## src/sv/srmj_pkg.sv

```systemverilog
// Shared codes and constants for the sorted record merge join unit.
// No dependencies; used by srmj_core, srmj_out_reg and the top level.
`timescale 1ns / 1ps

package srmj_pkg;

  // Running row counters are fixed width and saturate at all ones
  localparam int COUNT_BITS = 32;

  // Row kind codes
  typedef logic [1:0] row_kind_t;
  localparam row_kind_t KIND_FIRST  = 2'd0;
  localparam row_kind_t KIND_SECOND = 2'd1;
  localparam row_kind_t KIND_BOTH   = 2'd2;

  // Side request codes
  typedef logic [1:0] need_side_t;
  localparam need_side_t NEED_FIRST    = 2'd0;
  localparam need_side_t NEED_SECOND   = 2'd1;
  localparam need_side_t NEED_EITHER   = 2'd2;
  localparam need_side_t NEED_FINISHED = 2'd3;

  // Per-side head status
  typedef struct packed {
    logic head_valid;
    logic finished;
  } side_status_t;

  // Compute which side the producer should send next
  function automatic need_side_t wanted_side(side_status_t first, side_status_t second);
    need_side_t need;
    if (!first.head_valid && !second.head_valid && first.finished && second.finished) begin
      need = NEED_FINISHED;
    end else if (!first.head_valid && !first.finished &&
                 !second.head_valid && !second.finished) begin
      need = NEED_EITHER;
    end else if (!first.head_valid && !first.finished) begin
      need = NEED_FIRST;
    end else if (!second.head_valid && !second.finished) begin
      need = NEED_SECOND;
    end else begin
      need = NEED_FINISHED;
    end
    return need;
  endfunction

  // Saturating increment of a row counter
  function automatic logic [COUNT_BITS-1:0] sat_inc(logic [COUNT_BITS-1:0] c);
    return (&c) ? c : c + COUNT_BITS'(1);
  endfunction

endpackage

```

## src/sv/srmj_core.sv

```systemverilog
// Head registers, end flags, key compare and row counters of the merge join.
// Depends on srmj_pkg; produces the next result beat for srmj_out_reg.
`timescale 1ns / 1ps

module srmj_core #(
  parameter int CHROM_BITS = 8,
  parameter int LOCUS_BITS = 32,
  parameter int VALUE_BITS = 32
) (
  input  logic                                clk_i,
  input  logic                                rst_ni,
  input  logic                                accept_i,
  input  logic                                side_i,
  input  logic                                end_of_side_i,
  input  logic [CHROM_BITS-1:0]               chrom_i,
  input  logic [LOCUS_BITS-1:0]               locus_i,
  input  logic [VALUE_BITS-1:0]               read_value_i,
  output logic                                row_valid_o,
  output logic [CHROM_BITS-1:0]               row_chrom_o,
  output logic [LOCUS_BITS-1:0]               row_locus_o,
  output logic [VALUE_BITS-1:0]               row_first_value_o,
  output logic [VALUE_BITS-1:0]               row_second_value_o,
  output srmj_pkg::row_kind_t                 row_kind_o,
  output logic [srmj_pkg::COUNT_BITS-1:0]     total_rows_o,
  output logic [srmj_pkg::COUNT_BITS-1:0]     first_only_rows_o,
  output logic [srmj_pkg::COUNT_BITS-1:0]     second_only_rows_o,
  output logic [srmj_pkg::COUNT_BITS-1:0]     matched_rows_o,
  output srmj_pkg::need_side_t                need_side_o
);

  localparam int KEY_BITS = CHROM_BITS + LOCUS_BITS;

  srmj_pkg::side_status_t first_q, first_d, second_q, second_d;
  srmj_pkg::side_status_t first_ld, second_ld;
  logic [CHROM_BITS-1:0] first_chrom_q, first_chrom_d, second_chrom_q, second_chrom_d;
  logic [LOCUS_BITS-1:0] first_locus_q, first_locus_d, second_locus_q, second_locus_d;
  logic [VALUE_BITS-1:0] first_value_q, first_value_d, second_value_q, second_value_d;
  logic [srmj_pkg::COUNT_BITS-1:0] total_q, total_d, first_cnt_q, first_cnt_d;
  logic [srmj_pkg::COUNT_BITS-1:0] second_cnt_q, second_cnt_d, matched_q, matched_d;

  srmj_pkg::need_side_t need;
  logic                 take;
  logic [KEY_BITS-1:0]  first_key, second_key;
  logic                 pick_first, pick_second, pick_both;

  // Decode the request and load the beat into its head
  always_comb begin
    need = srmj_pkg::wanted_side(first_q, second_q);
    take = accept_i && (need != srmj_pkg::NEED_FINISHED) &&
           ((need == srmj_pkg::NEED_EITHER) || (need == {1'b0, side_i}));

    first_ld       = first_q;
    second_ld      = second_q;
    first_chrom_d  = first_chrom_q;
    first_locus_d  = first_locus_q;
    first_value_d  = first_value_q;
    second_chrom_d = second_chrom_q;
    second_locus_d = second_locus_q;
    second_value_d = second_value_q;
    if (take) begin
      if (end_of_side_i) begin
        if (!side_i) first_ld.finished = 1'b1;
        else second_ld.finished = 1'b1;
      end else if (!side_i) begin
        first_ld.head_valid = 1'b1;
        first_chrom_d       = chrom_i;
        first_locus_d       = locus_i;
        first_value_d       = read_value_i;
      end else begin
        second_ld.head_valid = 1'b1;
        second_chrom_d       = chrom_i;
        second_locus_d       = locus_i;
        second_value_d       = read_value_i;
      end
    end
  end

  // Compare the heads and pick the row to emit
  always_comb begin
    first_key   = {first_chrom_d, first_locus_d};
    second_key  = {second_chrom_d, second_locus_d};
    pick_first  = 1'b0;
    pick_second = 1'b0;
    pick_both   = 1'b0;
    if (first_ld.head_valid && second_ld.head_valid) begin
      if (first_key < second_key) pick_first = 1'b1;
      else if (first_key > second_key) pick_second = 1'b1;
      else pick_both = 1'b1;
    end else if (first_ld.head_valid && second_ld.finished) begin
      pick_first = 1'b1;
    end else if (second_ld.head_valid && first_ld.finished) begin
      pick_second = 1'b1;
    end
  end

  // Drop consumed heads, advance counters and build the result beat
  always_comb begin
    first_d      = first_ld;
    second_d     = second_ld;
    total_d      = total_q;
    first_cnt_d  = first_cnt_q;
    second_cnt_d = second_cnt_q;
    matched_d    = matched_q;

    row_valid_o        = 1'b0;
    row_chrom_o        = '0;
    row_locus_o        = '0;
    row_first_value_o  = '0;
    row_second_value_o = '0;
    row_kind_o         = srmj_pkg::KIND_FIRST;

    if (pick_first || pick_both) begin
      first_d.head_valid = 1'b0;
      row_first_value_o  = first_value_d;
    end
    if (pick_second || pick_both) begin
      second_d.head_valid = 1'b0;
      row_second_value_o  = second_value_d;
    end
    if (pick_first) begin
      first_cnt_d = srmj_pkg::sat_inc(first_cnt_q);
      row_kind_o  = srmj_pkg::KIND_FIRST;
    end else if (pick_second) begin
      second_cnt_d = srmj_pkg::sat_inc(second_cnt_q);
      row_kind_o   = srmj_pkg::KIND_SECOND;
    end else if (pick_both) begin
      matched_d  = srmj_pkg::sat_inc(matched_q);
      row_kind_o = srmj_pkg::KIND_BOTH;
    end
    if (pick_first || pick_second || pick_both) begin
      total_d     = srmj_pkg::sat_inc(total_q);
      row_valid_o = 1'b1;
      row_chrom_o = pick_second ? second_chrom_d : first_chrom_d;
      row_locus_o = pick_second ? second_locus_d : first_locus_d;
    end

    total_rows_o       = total_d;
    first_only_rows_o  = first_cnt_d;
    second_only_rows_o = second_cnt_d;
    matched_rows_o     = matched_d;
    need_side_o        = srmj_pkg::wanted_side(first_d, second_d);
  end

  // Hold control state and counters; update only on an accepted beat
  always_ff @(posedge clk_i or negedge rst_ni) begin
    if (!rst_ni) begin
      first_q      <= '0;
      second_q     <= '0;
      total_q      <= '0;
      first_cnt_q  <= '0;
      second_cnt_q <= '0;
      matched_q    <= '0;
    end else if (accept_i) begin
      first_q      <= first_d;
      second_q     <= second_d;
      total_q      <= total_d;
      first_cnt_q  <= first_cnt_d;
      second_cnt_q <= second_cnt_d;
      matched_q    <= matched_d;
    end
  end

  // Head payload registers
  always_ff @(posedge clk_i) begin
    if (accept_i) begin
      first_chrom_q  <= first_chrom_d;
      first_locus_q  <= first_locus_d;
      first_value_q  <= first_value_d;
      second_chrom_q <= second_chrom_d;
      second_locus_q <= second_locus_d;
      second_value_q <= second_value_d;
    end
  end

endmodule

```

## src/sv/srmj_out_reg.sv

```systemverilog
// Result register of the merge join: holds one result beat until taken.
// Depends on srmj_pkg for counter width and code types.
`timescale 1ns / 1ps

module srmj_out_reg #(
  parameter int CHROM_BITS = 8,
  parameter int LOCUS_BITS = 32,
  parameter int VALUE_BITS = 32
) (
  input  logic                            clk_i,
  input  logic                            rst_ni,
  input  logic                            load_i,
  input  logic                            stall_i,
  output logic                            busy_o,
  input  logic                            row_valid_i,
  input  logic [CHROM_BITS-1:0]           row_chrom_i,
  input  logic [LOCUS_BITS-1:0]           row_locus_i,
  input  logic [VALUE_BITS-1:0]           row_first_value_i,
  input  logic [VALUE_BITS-1:0]           row_second_value_i,
  input  srmj_pkg::row_kind_t             row_kind_i,
  input  logic [srmj_pkg::COUNT_BITS-1:0] total_rows_i,
  input  logic [srmj_pkg::COUNT_BITS-1:0] first_only_rows_i,
  input  logic [srmj_pkg::COUNT_BITS-1:0] second_only_rows_i,
  input  logic [srmj_pkg::COUNT_BITS-1:0] matched_rows_i,
  input  srmj_pkg::need_side_t            need_side_i,
  output logic                            valid_o,
  output logic                            row_valid_o,
  output logic [CHROM_BITS-1:0]           row_chrom_o,
  output logic [LOCUS_BITS-1:0]           row_locus_o,
  output logic [VALUE_BITS-1:0]           row_first_value_o,
  output logic [VALUE_BITS-1:0]           row_second_value_o,
  output srmj_pkg::row_kind_t             row_kind_o,
  output logic [srmj_pkg::COUNT_BITS-1:0] total_rows_o,
  output logic [srmj_pkg::COUNT_BITS-1:0] first_only_rows_o,
  output logic [srmj_pkg::COUNT_BITS-1:0] second_only_rows_o,
  output logic [srmj_pkg::COUNT_BITS-1:0] matched_rows_o,
  output srmj_pkg::need_side_t            need_side_o
);

  logic valid_q;

  // Full while a beat waits on a stalled consumer
  assign busy_o  = valid_q && stall_i;
  assign valid_o = valid_q;

  // Track occupancy: fill on load, empty when the beat is taken
  always_ff @(posedge clk_i or negedge rst_ni) begin
    if (!rst_ni) begin
      valid_q <= 1'b0;
    end else if (load_i) begin
      valid_q <= 1'b1;
    end else if (!stall_i) begin
      valid_q <= 1'b0;
    end
  end

  // Capture the result payload
  always_ff @(posedge clk_i) begin
    if (load_i) begin
      row_valid_o        <= row_valid_i;
      row_chrom_o        <= row_chrom_i;
      row_locus_o        <= row_locus_i;
      row_first_value_o  <= row_first_value_i;
      row_second_value_o <= row_second_value_i;
      row_kind_o         <= row_kind_i;
      total_rows_o       <= total_rows_i;
      first_only_rows_o  <= first_only_rows_i;
      second_only_rows_o <= second_only_rows_i;
      matched_rows_o     <= matched_rows_i;
      need_side_o        <= need_side_i;
    end
  end

endmodule

```

## src/sv/sorted_record_merge_join_unit.sv

```systemverilog
// Top level of the two-way sorted merge with full outer join.
// Depends on srmj_pkg, srmj_core and srmj_out_reg.
//
//   channel | handshake              | payload
//   --------+------------------------+--------------------------------------------
//   input   | in_valid_i / in_stall_o | side, end_of_side, chrom, locus, read_value
//   output  | out_valid_o / out_stall_i | row fields, four counters, need_side
//
// One record beat is accepted per cycle while the input is not stalled; its result
// beat appears in the result register on the next cycle, through the single
// compare/update path from heads to result register.
// Reset clears head valid bits, end flags, counters and the result register's valid flag.
// The input stalls only while a result beat is held and the output is stalled.
`timescale 1ns / 1ps

module sorted_record_merge_join_unit #(
  parameter int CHROM_BITS = 8,
  parameter int LOCUS_BITS = 32,
  parameter int VALUE_BITS = 32
) (
  input  logic                            clk_i,
  input  logic                            rst_ni,
  input  logic                            in_valid_i,
  output logic                            in_stall_o,
  input  logic                            side_i,
  input  logic                            end_of_side_i,
  input  logic [CHROM_BITS-1:0]           chrom_i,
  input  logic [LOCUS_BITS-1:0]           locus_i,
  input  logic [VALUE_BITS-1:0]           read_value_i,
  output logic                            out_valid_o,
  input  logic                            out_stall_i,
  output logic                            row_valid_o,
  output logic [CHROM_BITS-1:0]           row_chrom_o,
  output logic [LOCUS_BITS-1:0]           row_locus_o,
  output logic [VALUE_BITS-1:0]           row_first_value_o,
  output logic [VALUE_BITS-1:0]           row_second_value_o,
  output logic [1:0]                      row_kind_o,
  output logic [srmj_pkg::COUNT_BITS-1:0] total_rows_o,
  output logic [srmj_pkg::COUNT_BITS-1:0] first_only_rows_o,
  output logic [srmj_pkg::COUNT_BITS-1:0] second_only_rows_o,
  output logic [srmj_pkg::COUNT_BITS-1:0] matched_rows_o,
  output logic [1:0]                      need_side_o
);

  logic                            accept;
  logic                            nx_row_valid;
  logic [CHROM_BITS-1:0]           nx_chrom;
  logic [LOCUS_BITS-1:0]           nx_locus;
  logic [VALUE_BITS-1:0]           nx_first_value;
  logic [VALUE_BITS-1:0]           nx_second_value;
  srmj_pkg::row_kind_t             nx_kind;
  logic [srmj_pkg::COUNT_BITS-1:0] nx_total;
  logic [srmj_pkg::COUNT_BITS-1:0] nx_first_only;
  logic [srmj_pkg::COUNT_BITS-1:0] nx_second_only;
  logic [srmj_pkg::COUNT_BITS-1:0] nx_matched;
  srmj_pkg::need_side_t            nx_need;

  // Accept a record beat whenever the result register can take its result
  assign accept = in_valid_i && !in_stall_o;

  srmj_core #(
    .CHROM_BITS(CHROM_BITS),
    .LOCUS_BITS(LOCUS_BITS),
    .VALUE_BITS(VALUE_BITS)
  ) u_core (
    .clk_i              (clk_i),
    .rst_ni             (rst_ni),
    .accept_i           (accept),
    .side_i             (side_i),
    .end_of_side_i      (end_of_side_i),
    .chrom_i            (chrom_i),
    .locus_i            (locus_i),
    .read_value_i       (read_value_i),
    .row_valid_o        (nx_row_valid),
    .row_chrom_o        (nx_chrom),
    .row_locus_o        (nx_locus),
    .row_first_value_o  (nx_first_value),
    .row_second_value_o (nx_second_value),
    .row_kind_o         (nx_kind),
    .total_rows_o       (nx_total),
    .first_only_rows_o  (nx_first_only),
    .second_only_rows_o (nx_second_only),
    .matched_rows_o     (nx_matched),
    .need_side_o        (nx_need)
  );

  srmj_out_reg #(
    .CHROM_BITS(CHROM_BITS),
    .LOCUS_BITS(LOCUS_BITS),
    .VALUE_BITS(VALUE_BITS)
  ) u_out_reg (
    .clk_i              (clk_i),
    .rst_ni             (rst_ni),
    .load_i             (accept),
    .stall_i            (out_stall_i),
    .busy_o             (in_stall_o),
    .row_valid_i        (nx_row_valid),
    .row_chrom_i        (nx_chrom),
    .row_locus_i        (nx_locus),
    .row_first_value_i  (nx_first_value),
    .row_second_value_i (nx_second_value),
    .row_kind_i         (nx_kind),
    .total_rows_i       (nx_total),
    .first_only_rows_i  (nx_first_only),
    .second_only_rows_i (nx_second_only),
    .matched_rows_i     (nx_matched),
    .need_side_i        (nx_need),
    .valid_o            (out_valid_o),
    .row_valid_o        (row_valid_o),
    .row_chrom_o        (row_chrom_o),
    .row_locus_o        (row_locus_o),
    .row_first_value_o  (row_first_value_o),
    .row_second_value_o (row_second_value_o),
    .row_kind_o         (row_kind_o),
    .total_rows_o       (total_rows_o),
    .first_only_rows_o  (first_only_rows_o),
    .second_only_rows_o (second_only_rows_o),
    .matched_rows_o     (matched_rows_o),
    .need_side_o        (need_side_o)
  );

endmodule
```

## config.mk

```make
export PLATFORM = sky130hd
export DESIGN_NAME = sorted_record_merge_join_unit
export DESIGN_NICKNAME = d
export VERILOG_FILES = /design/src/sv/srmj_pkg.sv /design/src/sv/srmj_core.sv /design/src/sv/srmj_out_reg.sv /design/src/sv/sorted_record_merge_join_unit.sv
export SDC_FILE = /design/constraint.sdc
export NUM_CORES = 1
export LEC_CHECK = 0
export BUFFER_PORTS_ARGS = -buffer_cell sky130_fd_sc_hd__buf_2
export CAP_MARGIN = 40
export CORE_ASPECT_RATIO = 1.1
export CORE_MARGIN = 2
export CORE_UTILIZATION = 40
export CTS_BUF_LIST = sky130_fd_sc_hd__clkbuf_8
export CTS_CLUSTER_DIAMETER = 80
export CTS_CLUSTER_SIZE = 20
export DETAILED_ROUTE_END_ITERATION = 7
export PLACE_DENSITY_LB_ADDON = 0.1
export SLEW_MARGIN = 5
export SYNTH_ARGS = -nofsm -noshare
export SYNTH_HDL_FRONTEND = slang
export SYNTH_SLANG_ARGS = --single-unit
export TNS_END_PERCENT = 50
```

## constraint.sdc

```tcl
create_clock -name clk_i -period 12.6 [get_ports clk_i]
set_input_delay 1.26 -clock clk_i [delete_from_list [all_inputs] [get_ports clk_i]]
set_output_delay 1.26 -clock clk_i [all_outputs]
set_load 0.1 [all_outputs]
```

* Word-level counts from Yosys, hierarchy flattened *
Cells that the tools add are included.

word-level totals
  bits of input ports = 78
  output and inout bits = 239
  logic and storage cells = 145
  bits in registers = 514

cells by class
  add/subtract/negate cells = 4
  $lt $le $gt $ge = 2
  muxes and demuxes = 66
  reduce and logical (&&, ||, !) cells = 41
  equality and inequality tests = 4

operators with widths
  kind                                            count
  two-way mux 32 bit                              24
  adder 32 x 1 -> 32 bit (second input constant)  4
  AND reduction 32 bit                            4
  two-way mux 8 bit                               7
  greater-than comparator 40 bit                  1
  less-than comparator 40 bit                     1
  two-way mux 1 bit                               26
  logical AND 1 bit                               21
  two-way mux 2 bit                               9
  zero test 1 bit                                 9
  logical OR 1 bit                                5
  OR reduction 2 bit                              2
  == test 2 x 1 -> 1 bit                          1
  == test 2 bit (second input constant)           1
  != test 2 x 1 -> 1 bit (second input constant)  1
  != test 2 bit (second input constant)           1

* Depth between registers and ports, before layout *
  word-level depth = 21
  mapped depth = 18
  mapped depth without buffers = 14

* By module *
From an unflattened synthesis, not the netlist that was laid out.

second synthesis, totals
  cell total of the unflattened synthesis = 2,076
  area, all modules = 23,871.6 µm²

by module, submodules not included
  module                         area an instance (µm²)  cells each  seq. area each (µm²)  instances
  srmj_core                      16,702.3                1,835       7,627.3               1
  srmj_out_reg                   7,155.6                 240         7,141.8               1
  sorted_record_merge_join_unit  13.8                    1           0.0                   1

* Least setup slack after synthesis *
OpenSTA, ideal clock, no wires.

  kind = input port to flip-flop
  start = input port in_valid_i
  end = register u_core.first_cnt_q[12] in the netlist's numbering
  required time = 12.463 ns
  path buffers = 1
  setup time = 0.137 ns
  setup slack = -0.928 ns
  data arrival time = 13.390 ns
  stages = 5
  cells stage by stage = a21bo_2 -> inv_2 -> buf_1 -> nand4_1 -> xnor2_1

between the ends
  cells in the longest elaborated chain, start to end = 8
  elaborated cells between the ends (all ways) = 16
  those cells by class = 1 x order compare; 10 x mux; 5 x reduce/logical

RTL lines
  item                                                              line                                 source
  from (decl)                                                       sorted_record_merge_join_unit.sv:23  input logic in_valid_i,
  logical AND 1 bit (*)                                             sorted_record_merge_join_unit.sv:59  assign accept = in_valid_i && !in_stall_o;
  net accept                                                        sorted_record_merge_join_unit.sv:45  logic accept;
  logical AND 1 bit (2 in a row)                                    srmj_core.sv:49                      take = accept_i && (need != srmj_pkg::NEED_FINISHED) &&
  two-way mux 32 bit, or another cell as far along                  srmj_core.sv:60                      if (take) begin
  less-than comparator 40 bit or logical AND 1 bit (tied branches)  srmj_core.sv:86, srmj_core.sv:89
  two-way mux 1 bit, on equally long branches                       srmj_core.sv:86, srmj_core.sv:89
  two-way mux 1 bit                                                 srmj_core.sv:85                      if (first_ld.head_valid && second_ld.head_valid) begin
  two-way mux 32 bit                                                srmj_core.sv:120                     if (pick_first) begin
  to (signal assigned)                                              srmj_core.sv:157                     first_cnt_q <= first_cnt_d;
  to (decl)                                                         srmj_core.sv:38                      logic [srmj_pkg::COUNT_BITS-1:0] total_q, total_d, first_cnt_q, first_cnt_d;

The timed path passes the listed nets; every way through them passes the cells marked *.
A chain may end at the register's enable or synchronous reset.

* Worst setup path in the final report *
  start = input port out_stall_i
  end = register u_out_reg.row_locus_o[19] (data pin)

between the ends
  cells in the longest elaborated chain, start to end = 12
  elaborated cells between the ends (all ways) = 30
  those cells by class = 2 x order compare; 18 x mux; 10 x reduce/logical

RTL lines
  item                                                                 line                                 source
  from (decl)                                                          sorted_record_merge_join_unit.sv:31  input logic out_stall_i,
  logical AND 1 bit (*)                                                srmj_out_reg.sv:43                   assign busy_o = valid_q && stall_i;
  zero test 1 bit (*)                                                  sorted_record_merge_join_unit.sv:59
  logical AND 1 bit (*)                                                sorted_record_merge_join_unit.sv:59
  logical AND 1 bit (*) (2 in a row)                                   srmj_core.sv:49
  two-way mux 32 bit, or another cell as far along                     srmj_core.sv:60
  greater-than comparator 40 bit or logical AND 1 bit (tied branches)  srmj_core.sv:87, srmj_core.sv:91
  two-way mux 1 bit, on equally long branches                          srmj_core.sv:87, srmj_core.sv:91
  two-way mux 1 bit, on equally long branches                          srmj_core.sv:86, srmj_core.sv:89
  two-way mux 1 bit                                                    srmj_core.sv:85
  logical OR 1 bit (2 in a row)                                        srmj_core.sv:130                     if (pick_first || pick_second || pick_both) begin
  to (signal assigned)                                                 srmj_out_reg.sv:62                   row_locus_o <= row_locus_i;
  to (decl)                                                            srmj_out_reg.sv:29                   output logic [LOCUS_BITS-1:0] row_locus_o,

Every way passes the cells marked *; elsewhere a longest branch is shown, timed or not.

==> summary.txt <==
Synth
  • Post-synthesis mux area share: 7.07%
  • XOR/XNOR Fraction of Synth Area: 9.17%
  • Mapped Cells: 1780
  • Post-synth ARST share: 25.9%
  • Mapped Area: 23700 um^2
  • Compound-Gate Fraction of Synth Area: 3.12%
  • Number of synthesized flops with an enable pin: 381
  • Distinct cells, synth: 59
  • Area leader, netlist: edfxtp_1
  • Synth cell count leaders: edfxtp_1, xor2_1, dfrtp_1, mux2_2, xnor2_1
  • Seq/Total Area, Yosys: 62.4%
  • Synth Area in Adders: between 2 and 2.5%
  • Primary FF master, synth: edfxtp_1
  • Synth Area per Inst: 13.3 um^2
  • Synth Register Bits: slightly above 500
  • Yosys warns: 0
  • Yosys top cell area share: 48.3%
  • Syn Nets: 1902
  • Most frequent cell after synthesis: edfxtp_1
  • Simple-gate share of the synthesized area: 13.4%
  • Largest family of logic cells by synthesized area: simple AND/OR/NAND/NOR gates
  • Top cells by area, synth: edfxtp_1, dfrtp_1, mux2_2, xor2_1, xnor2_1

Power and ir drop
  • Internal: 2.42 mW
  • Sequential share of power: ~54%
  • VDD IR-drop max: 0.0000893 V
  • Leak: between 10 and 15 nW
  • Switching share of power: 34.7%
  • Clock power share: 23.1%
  • Combinational share of power: 22.7%
  • NetSw: 1.29 mW
  • Pwr Density: ~140 nW/um^2
  • Total design power: 3.71 mW

STA
  • Fin. max-slew vios: 0
  • Part of the cycle the worst path needs: 52.7%
  • Final setup vio count: 0
  • Min cycle time layout: approximately 6600 ps
  • Final setup margin: 5960 ps
  • Slew HR: around two fifths
  • Setup Skew: between 20 and 30 ps
  • Hold WS: 521 ps
  • RSZ-0062 raised after global routing: no
  • Achievable Freq: between 0.15 and 0.2 GHz
  • Hold Vio Cnt, Final: 0
  • Setup_tns: 0 ps
  • Worst-margin pin slew: 904 ps

Global route
  • GR Util All Layers: 17.8%
  • Gr ovfl total: 0
  • Vias in the first global route: 14826
  • Initial antenna violation count: 3
  • First-pass GRT wire length: about 86000 um
  • Largest net degree at the start of global routing: 76

Drt
  • WL final: 55400 um
  • Routed vias: 14681
  • Final ANT Viol Nets: 0
  • DRC Markers: 0
  • DR iter-0 viols: roughly 900
  • Drt first pass iters: 5
  • Wire length per cell after detailed routing: 19.4 um
  • DR vias/cell: 5.13

Clock tree
  • Resize count post-CTS: 0
  • CTS H-tree lvls: 2
  • Total CTS buffers: 34
  • Hold Buf Count CTS: 0
  • TritonCTS clock tree: yes
  • Deepest clock path buffer count: 3
  • Setup Fix Bufs, Post-CTS: 0
  • Clock-pin slew on the worst setup and hold paths: 120 ps
  • Worst-Skew Late Latency: around 630 ps
  • CTS Root Cell: clkbuf_8
  • Clock sinks: 514

Floorplanning
  • Die area: 61200 um^2
  • Initial Util: 40.5%
  • Die height: 259 um
  • Core Rows: 93
  • Die width: 236 um
  • Core area: 58500 um^2
  • I/O pin cnt: 317

Cells and area
  • Register area: 14800 um^2
  • Multi-input gate area: 8340 um^2
  • Share of cells above drive strength 1: 26.2%
  • Fillers: 5364
  • Area growth syn-to-layout: 13.7%
  • Nets: 2197

Critical path
  • Critical path's slowest cell: a211oi_2
  • CP Data Required Time: about 13000 ps
  • Worst-path fanout max: 47
  • Critical path's largest stage delay: between 500 and 600 ps
  • Worst Setup Start Kind: input port
  • Worst path buffer plus inverter count: 8
  • Cells along the critical path: buf_2, a21bo_2, buf_4, nor2_1, nor4b_2, buf_4, buf_4, buf_12, mux2i_1, ha_1, a21oi_1, nor2b_1, o21ai_0, o211ai_1, a211oi_2, o31a_2, buf_4, inv_2, buf_4, a22o_1
  • Top Family by Delay on Critical Path: buffers and inverters
  • CP endpoint kind: flip-flop
  • Most used cell, CP: buf_4
  • Crit. path cell count: 20
  • Arrival time at the worst endpoint: 7020 ps
  • WS Path Type: in2reg
  • FF-to-FF path depth: 19

Placed design
  • Hpwl dp: 37200 um
  • Pre-CTS setup slack: 5280 ps
  • Final GP Congestion: 0.774
  • Input/output buffers: 316

Job
  • Max-Cap Viols: 0

Min path
  • Hold depth: 1
  • HP Class: reg2reg

Status
  • Status: completed
-- cell usage in the layout (no fill, tap or decap), drive strengths merged, types with 67 or more instances in the layout --
cell | Yosys | final
buf | 35 | 347
dfrtp | 133 | 133
edfxtp | 381 | 381
inv | 59 | 75
mux2 | 113 | 113
nand2 | 107 | 107
nand3 | 67 | 67
nor2 | 87 | 87
xnor2 | 109 | 109
xor2 | 139 | 139
-- layout make-up --
type / instances / share of cell area, %
Sequential cell: 514 / 54.8
Multi-Input combinational cell: 1119 / 31.0
Timing Repair Buffer: 347 / 7.39
Tap cell: 760 / 3.53
Clock buffer: 35 / 1.79
Inverter: 59 / 0.850
Clock inverter: 25 / 0.623
Antenna cell: 1 / 0.00929
-- power groups by stage --
| stage | combinational, mW | clock [mW] | sequential (mW) |
|---|---|---|---|
| detailed placement | 0.851 | 0 | 2.05 |
| floorplan | 0.263 | 0 | 2.48 |
| finish | 0.843 | 0.856 | 2.01 |
| global route | 0.893 | 0.958 | 2.02 |
| global placement | 0.837 | 0 | 2.05 |
| CTS | 0.853 | 0.901 | 2.01 |
-- kinds of logic after synthesis --
kind of cell | Yosys count
and+or+nand+nor | 580
DFF | 514
xor gates and xnor gates | 248
muxes | 153
buffers and inverters | 147
AOI/OAI and AO/OA | 94
adders and majority gates | 44
-- layer usage --
layer	track usage (%)	up-vias	share of wire, %
li1	-	7004	-
met1	23.5	7323	44
met2	29.8	293	48
met3	4.33	57	5.6
met4	3.95	4	1.7
met5	0	-	0.047
-- worst paths after layout --
path                                        startpoint                   endpoint  slack [ps]
worst max-delay path                       out_stall_i  u_out_reg.row_locus_o[19]        5960
worst min-delay path            u_core.first_cnt_q[22]     u_core.first_cnt_q[22]         520
worst max register to register       u_out_reg.valid_o  u_out_reg.row_locus_o[19]        6290
worst min register to register  u_core.first_cnt_q[22]     u_core.first_cnt_q[22]         520
max in group asynchronous                       rst_ni         u_core.total_q[11]       10700
min in group asynchronous                       rst_ni     u_core.first_cnt_q[19]         640
-- stage by stage --
| step | std cells | utilization [%] | instance area (um^2) |
|---|---|---|---|
| final | 2860 | 46.0 | 26900 |
| after global routing | 2860 | 46.0 | 26900 |
| after CTS | 2859 | 46.0 | 26900 |
| after detailed placement | 2799 | 44.9 | 26300 |
| after global placement | 2787 | 44.5 | 26000 |
| after floorplan | 1780 | - | 23700 |
-- registers in the layout, indices dropped and copies added (netlist names), 32 cells and up --
name,flops
u_out_reg.matched_rows_o,32
u_core.total_q,32
u_core.first_locus_q,32
u_out_reg.row_locus_o,32
u_out_reg.row_first_value_o,32
u_out_reg.total_rows_o,32
u_core.matched_q,32
u_out_reg.row_second_value_o,32
u_core.first_cnt_q,32
u_core.second_cnt_q,32
u_core.second_locus_q,32
u_core.first_value_q,32
u_core.second_value_q,32
u_out_reg.second_only_rows_o,32
u_out_reg.first_only_rows_o,32
Note: power is estimated with default switching activity, not from simulation.
